<file path="config.mk">
export PLATFORM = sky130hd
export DESIGN_NAME = counting_semaphore_wait_queue_unit
export DESIGN_NICKNAME = d
export VERILOG_FILES = /design/src/hdl/csq_pkg.sv /design/src/hdl/counting_semaphore_wait_queue_unit.sv /design/src/hdl/csq_cell.sv /design/src/hdl/csq_queue.sv
export SDC_FILE = /design/constraint.sdc
export NUM_CORES = 1
export LEC_CHECK = 0
export ABC_CLOCK_PERIOD_IN_PS = 9400
export BUFFER_PORTS_ARGS = -buffer_cell sky130_fd_sc_hd__buf_2
export CAP_MARGIN = 10
export CORE_UTILIZATION = 64
export DETAILED_ROUTE_END_ITERATION = 16
export GPL_TIMING_DRIVEN = 0
export PLACE_DENSITY = 0.82
export REMOVE_ABC_BUFFERS = 1
export SLEW_MARGIN = 20
export SYNTH_ARGS = -nofsm -noshare
export SYNTH_HDL_FRONTEND = slang
export SYNTH_HIERARCHICAL = 1
export SYNTH_SLANG_ARGS = --single-unit
</file>
<file path="constraint.sdc">
create_clock -name clk -period 9.4 [get_ports clk]
set_clock_uncertainty 0.1 [all_clocks]
set_input_delay 0 -clock clk [delete_from_list [all_inputs] [get_ports clk]]
set_output_delay 0 -clock clk [all_outputs]
set_load 0.01 [all_outputs]
</file>
<file path="src/hdl/csq_pkg.sv">
package csq_pkg;

  localparam int QUEUE_DEPTH = 16;
  localparam int FILL_W      = $clog2(QUEUE_DEPTH + 1);
  localparam int ID_W        = 8;
  localparam int PRIO_W      = 8;
  localparam int COUNT_W     = 9;
  localparam int MAXC_W      = 8;
  localparam int WAITERS_W   = 5;
  localparam int CFG_IDX_W   = 1;
  localparam int CFG_DATA_W  = 8;

  localparam logic [CFG_IDX_W-1:0] REG_MAX_COUNT  = 1'b0;
  localparam logic [CFG_IDX_W-1:0] REG_PRIO_ORDER = 1'b1;

  localparam logic ACT_WAIT = 1'b0;
  localparam logic ACT_POST = 1'b1;

  typedef struct packed {
    logic [ID_W-1:0]   id;
    logic [PRIO_W-1:0] prio;
  } entry_t;

  typedef struct packed {
    logic   ins;
    logic   pop;
    logic   prio_mode;
    entry_t new_entry;
  } cmd_t;

endpackage

</file>
<file path="src/hdl/counting_semaphore_wait_queue_unit.sv">
// Counting semaphore with a 16-entry wait queue held in a row of cells. Each
// accepted item is captured in the idle state; in the exec state the cell row
// inserts or releases an entry (shifting by one cell) and the count updates;
// the result then sits in the output register while the next item is taken.
// The unit takes no new item until the exec step of the last one is done, and
// an untaken result holds the exec step. The queue needs no clearing after
// reset: only occupied cells are read. Write max_count and priority_order
// only while no item is in flight.
module counting_semaphore_wait_queue_unit (
  input  logic                              clk,
  input  logic                              rst_n,
  input  logic                              in_valid,
  output logic                              in_ready,
  input  logic                              in_action,
  input  logic [csq_pkg::ID_W-1:0]          in_task_id,
  input  logic [csq_pkg::PRIO_W-1:0]        in_task_priority,
  output logic                              out_valid,
  input  logic                              out_ready,
  output logic                              out_blocked,
  output logic                              out_overflow,
  output logic                              out_woken_valid,
  output logic [csq_pkg::ID_W-1:0]          out_woken_id,
  output logic signed [csq_pkg::COUNT_W-1:0] out_count_now,
  output logic [csq_pkg::WAITERS_W-1:0]     out_waiters,
  input  logic                              cfg_we,
  input  logic [csq_pkg::CFG_IDX_W-1:0]     cfg_index,
  input  logic [csq_pkg::CFG_DATA_W-1:0]    cfg_data
);

  localparam logic ST_IDLE = 1'b0;
  localparam logic ST_EXEC = 1'b1;
  localparam int   FILL_W  = csq_pkg::FILL_W;
  localparam int   CW      = csq_pkg::COUNT_W;

  logic                         state_r, state_nxt;
  logic [csq_pkg::MAXC_W-1:0]   max_count_r;
  logic                         prio_order_r;
  logic signed [CW-1:0]         sem_r, sem_nxt;
  logic [FILL_W-1:0]            fill_r, fill_nxt;
  logic                         act_r;
  csq_pkg::entry_t              item_r;

  logic                         out_valid_r;
  logic                         out_blocked_r, out_overflow_r, out_woken_valid_r;
  logic [csq_pkg::ID_W-1:0]     out_woken_id_r;
  logic signed [CW-1:0]         out_count_r;
  logic [FILL_W-1:0]            out_fill_r;

  logic                         exec;
  logic                         full;
  logic                         would_block;
  logic signed [CW:0]           sem_inc;
  logic signed [CW:0]           max_ext;
  logic signed [CW-1:0]         post_sem;
  logic                         blocked, overflow, woken;
  csq_pkg::cmd_t                cmd;
  csq_pkg::entry_t              head;

  assign in_ready = (state_r == ST_IDLE);
  assign exec     = (state_r == ST_EXEC) && (!out_valid_r || out_ready);
  assign full     = (fill_r == FILL_W'(csq_pkg::QUEUE_DEPTH));

  assign would_block = (sem_r <= 0);
  assign sem_inc     = {sem_r[CW-1], sem_r} + (CW+1)'(1);
  assign max_ext     = $signed({2'b00, max_count_r});
  assign post_sem    = (sem_inc > max_ext) ? CW'(max_ext) : CW'(sem_inc);

  assign blocked  = (act_r == csq_pkg::ACT_WAIT) && would_block && !full;
  assign overflow = (act_r == csq_pkg::ACT_WAIT) && would_block && full;
  assign woken    = (act_r == csq_pkg::ACT_POST) && (post_sem <= 0) &&
                    (fill_r != '0);

  assign cmd.ins       = exec && blocked;
  assign cmd.pop       = exec && woken;
  assign cmd.prio_mode = prio_order_r;
  assign cmd.new_entry = item_r;

  always_comb begin
    sem_nxt  = sem_r;
    fill_nxt = fill_r;
    if (act_r == csq_pkg::ACT_WAIT) begin
      if (!would_block) begin
        sem_nxt = sem_r - CW'(1);
      end else if (!full) begin
        fill_nxt = fill_r + FILL_W'(1);
        if (sem_r != {1'b1, {(CW-1){1'b0}}}) begin
          sem_nxt = sem_r - CW'(1);
        end
      end
    end else begin
      sem_nxt = post_sem;
      if (woken) begin
        fill_nxt = fill_r - FILL_W'(1);
      end
    end
  end

  always_comb begin
    state_nxt = state_r;
    case (state_r)
      ST_IDLE: begin
        if (in_valid) begin
          state_nxt = ST_EXEC;
        end
      end
      ST_EXEC: begin
        if (exec) begin
          state_nxt = ST_IDLE;
        end
      end
      default: state_nxt = ST_IDLE;
    endcase
  end

  always_ff @(posedge clk) begin
    if (!rst_n) begin
      state_r      <= ST_IDLE;
      max_count_r  <= csq_pkg::MAXC_W'(1);
      prio_order_r <= 1'b0;
      sem_r        <= '0;
      fill_r       <= '0;
      out_valid_r  <= 1'b0;
    end else begin
      state_r <= state_nxt;
      if (cfg_we) begin
        case (cfg_index)
          csq_pkg::REG_MAX_COUNT:  max_count_r  <= cfg_data;
          csq_pkg::REG_PRIO_ORDER: prio_order_r <= cfg_data[0];
          default: ;
        endcase
      end
      if (exec) begin
        sem_r       <= sem_nxt;
        fill_r      <= fill_nxt;
        out_valid_r <= 1'b1;
      end else if (out_ready) begin
        out_valid_r <= 1'b0;
      end
    end
  end

  always_ff @(posedge clk) begin
    if (in_valid && in_ready) begin
      act_r       <= in_action;
      item_r.id   <= in_task_id;
      item_r.prio <= in_task_priority;
    end
    if (exec) begin
      out_blocked_r     <= blocked;
      out_overflow_r    <= overflow;
      out_woken_valid_r <= woken;
      out_woken_id_r    <= woken ? head.id : '0;
      out_count_r       <= sem_nxt;
      out_fill_r        <= fill_nxt;
    end
  end

  csq_queue u_queue (
    .clk  (clk),
    .cmd  (cmd),
    .fill (fill_r),
    .head (head)
  );

  assign out_valid       = out_valid_r;
  assign out_blocked     = out_blocked_r;
  assign out_overflow    = out_overflow_r;
  assign out_woken_valid = out_woken_valid_r;
  assign out_woken_id    = out_woken_id_r;
  assign out_count_now   = out_count_r;
  assign out_waiters     = csq_pkg::WAITERS_W'(out_fill_r);

  a_fill_bound: assert property (@(posedge clk) disable iff (!rst_n)
    fill_r <= FILL_W'(csq_pkg::QUEUE_DEPTH))
    else $error("wait queue fill beyond depth");

  a_no_ins_pop: assert property (@(posedge clk) disable iff (!rst_n)
    !(cmd.ins && cmd.pop))
    else $error("insert and release in one cycle");

  a_ins_grows: assert property (@(posedge clk) disable iff (!rst_n)
    cmd.ins |=> fill_r == $past(fill_r) + FILL_W'(1))
    else $error("insert did not grow the queue");

  a_pop_shrinks: assert property (@(posedge clk) disable iff (!rst_n)
    cmd.pop |=> fill_r == $past(fill_r) - FILL_W'(1))
    else $error("release did not shrink the queue");

  a_out_flags: assert property (@(posedge clk) disable iff (!rst_n)
    out_valid_r |-> $countones({out_blocked_r, out_overflow_r, out_woken_valid_r}) <= 1)
    else $error("conflicting result flags");

endmodule

</file>
<file path="src/hdl/csq_cell.sv">
module csq_cell (
  input  logic            clk,
  input  csq_pkg::cmd_t   cmd,
  input  logic            occ,
  input  logic            tail,
  input  logic            found_in,
  output logic            found_out,
  input  csq_pkg::entry_t left_entry,
  input  csq_pkg::entry_t right_entry,
  output csq_pkg::entry_t entry
);

  csq_pkg::entry_t entry_r;
  csq_pkg::entry_t entry_nxt;
  logic            match;

  assign match     = occ && cmd.prio_mode && (cmd.new_entry.prio > entry_r.prio);
  assign found_out = found_in | match;
  assign entry     = entry_r;

  always_comb begin
    entry_nxt = entry_r;
    if (cmd.ins) begin
      if (found_in) begin
        entry_nxt = left_entry;
      end else if (match || tail) begin
        entry_nxt = cmd.new_entry;
      end
    end else if (cmd.pop) begin
      entry_nxt = right_entry;
    end
  end

  always_ff @(posedge clk) begin
    entry_r <= entry_nxt;
  end

endmodule

</file>
<file path="src/hdl/csq_queue.sv">
module csq_queue (
  input  logic                       clk,
  input  csq_pkg::cmd_t              cmd,
  input  logic [csq_pkg::FILL_W-1:0] fill,
  output csq_pkg::entry_t            head
);

  localparam int DEPTH = csq_pkg::QUEUE_DEPTH;

  csq_pkg::entry_t      cells [DEPTH];
  logic [DEPTH:0]       found;
  logic [DEPTH-1:0]     occ;
  logic [DEPTH-1:0]     tail;

  assign found[0] = 1'b0;
  assign head     = cells[0];

  for (genvar g = 0; g < DEPTH; g++) begin : g_cell
    csq_pkg::entry_t left_entry;
    csq_pkg::entry_t right_entry;

    assign occ[g]  = csq_pkg::FILL_W'(g) < fill;
    assign tail[g] = csq_pkg::FILL_W'(g) == fill;

    if (g == 0) begin : g_first
      assign left_entry = cmd.new_entry;
    end else begin : g_mid
      assign left_entry = cells[g-1];
    end

    if (g == DEPTH - 1) begin : g_last
      assign right_entry = cells[g];
    end else begin : g_inner
      assign right_entry = cells[g+1];
    end

    csq_cell u_cell (
      .clk         (clk),
      .cmd         (cmd),
      .occ         (occ[g]),
      .tail        (tail[g]),
      .found_in    (found[g]),
      .found_out   (found[g+1]),
      .left_entry  (left_entry),
      .right_entry (right_entry),
      .entry       (cells[g])
    );
  end

endmodule
</file>
==> reports/results.ini <==
[timing]
rsz0062_at_grt=false
timing.final.crit_share_pct=93.85
finalHoldViolCount=0
final.min_clock_period_ns=8.822
timing.fmax_mhz=113.4
worst_slew_pin_slew_ns=1.052
worst_slack_ns=0.5782
relSlewSlack_pct=29.85
setup_viol=0
maxSlewViolCount=0

[outcome]
status=finished, final reports clean

[route]
vias=15431
post_drt_via_cell_ratio=6.094
drtIter0Drc=1258
totalWireLength_um=47510
dr.pass1.iters=5
post_drt_wl_per_cell_um=18.76
drcViolationCount=0
postRouteAntennaNets=0

[die]
initial_core_util_pct=65.44
fp.dieW_um=182.1
coreArea_um2=31720
die_area_um2=33160
rows=65
die_h_um=182.1
io_pins=58

[cts]
cts_root_buffer=clkbuf_16
cts_made_buffers=36
ctsLongestPathBuffers=3
htree_levels=2
cts_tree=yes
insertion_delay_ns=0.52
clock-sinks=323
clk_pin_slew_worst_paths_ns=0.06

[synth]
yosysWarnings=6
synthesis.area_um2=20760
syn-instance-count=2035
postSynthAreaPerCell_um2=10.20

[grt]
grt-ovfl-total=0
first_global_vias=15586
track_usage_pct=28.70
grt_max_degree=43
grt_antenna_before_repair=1
grt_pass1_wl_um=77120

[layout]
num-fill-cells=2151
final_common_cell=nor2_1
final_cell_mix=nor2_1, a21oi_1, edfxtp_1, mux2i_1, inv_1
nets=2273
drive_above_1_share_pct=12.54
final_cell_area_um2=23420
syn_to_final_growth_pct=12.84

[min_path]
hold_path.class=input port to register

[worst_setup_path]
crit_slowest_cell=edfxtp_1
end_kind=register
required_ns=9.58
cpMostUsedCell=nand2_4
startpoint_type=register
cpPeakStageDelay_ns=0.47
arrival_ns=9.00
crit_type=register to register
cp_max_fo=19

[flow_run]
drv_cap=0

[pwr]
vdd_drop_max_mv=0.2634
power_density_nw_per_um2=165.7
leakagePower_nw=9.856

[placement]
place.gp.congestion=0.9071
dpl.hpwl_um=32430
numPortBuffers=57
dpl_cell_area_um2=21460
pre_cts_ws_ns=-8.739

layout make-up:
class	count	area (um2)	area share (%)
repair buffers	146	1414	6.036
multi-input cells	1424	10290	43.92
well taps	402	503.0	2.147
flip-flops and latches	323	9449	40.34
clock buffers	52	1001	4.273
inverters	171	641.9	2.740
clock inverters	13	125.1	0.5342
diodes	1	2.502	0.01068
state kept, by name (all words and copies together), names as in the netlist:
signal	flops
out_blocked	1
out_valid	1
out_overflow	1
max_count_r	8
fill_r	5
u_queue/g_cell.u_cell/entry	256
cmd	16
act_r	1
out_waiters	5
out_count_now	9
out_woken_valid	1
out_woken_id	8
prio_order_r	1
sem_r	9
state_r	1
per-layer routing:
metal | up-vias | share of wire [%] | track usage (%)
li1 | 7551 | - | -
met1 | 7320 | 43 | 37.04
met2 | 468 | 49 | 49.27
met3 | 92 | 5.4 | 4.410
met4 | 0 | 2.5 | 9.983
met5 | - | 0 | 0
what timing repair did:
action,4_1_cts,5_1_grt
hold buffers,46,0
gates cloned,0,0
pin swaps,3,2
hold endpoints to repair,39,0
setup buffers,14,6
endpoints found under the setup margin,288,80
resized for setup,36,3
final timing paths:
path	startpoint	to	slack, ns	cells past startpoint
max	cmd[6]	u_queue/g_cell[15].u_cell/entry[2]	0.58	37
min	in_task_priority[7]	cmd[7]	0.08	2
max reg2reg	cmd[6]	u_queue/g_cell[15].u_cell/entry[2]	0.58	37
min reg2reg	out_valid	out_valid	0.44	2
per-stage QoR:
step / setup TNS [ns] / cells / total power, mW / hold WS [ns] / utilization (%)
3_5_place_dp: -1270.89 / 2400 / 2.498 / 0.07809 / 67.66
5_1_grt: 0 / 2531 / 4.044 / 0.07016 / 73.84
6_report: 0 / 2532 / 3.881 / 0.08167 / 73.85
2_1_floorplan: -6616.22 / 1918 / 2.379 / -0.01113 / -
3_3_place_gp: - / 2377 / 2.554 / 0.07659 / 66.11
4_1_cts: 0 / 2525 / 3.883 / 0.06069 / 73.63
critical path: cells and delay by family, from the launching register on:
family                     cells  cell delay [ns]
DFF                            1             0.47
adders and majority gates      1             0.32
AOI/OAI and AO/OA             18             4.23
and+or+nand+nor               16             3.01
buffers and inverters          2             0.39
power breakdown:
part | leakage [nW] | internal, mW | switching [mW] | total [mW]
combinational | 6.38 | 0.308 | 0.440 | 0.749
sequential | 2.92 | 1.69 | 0.0785 | 1.77
clock | 0.552 | 0.797 | 0.562 | 1.36
Note: power is estimated with default switching activity, not from simulation.
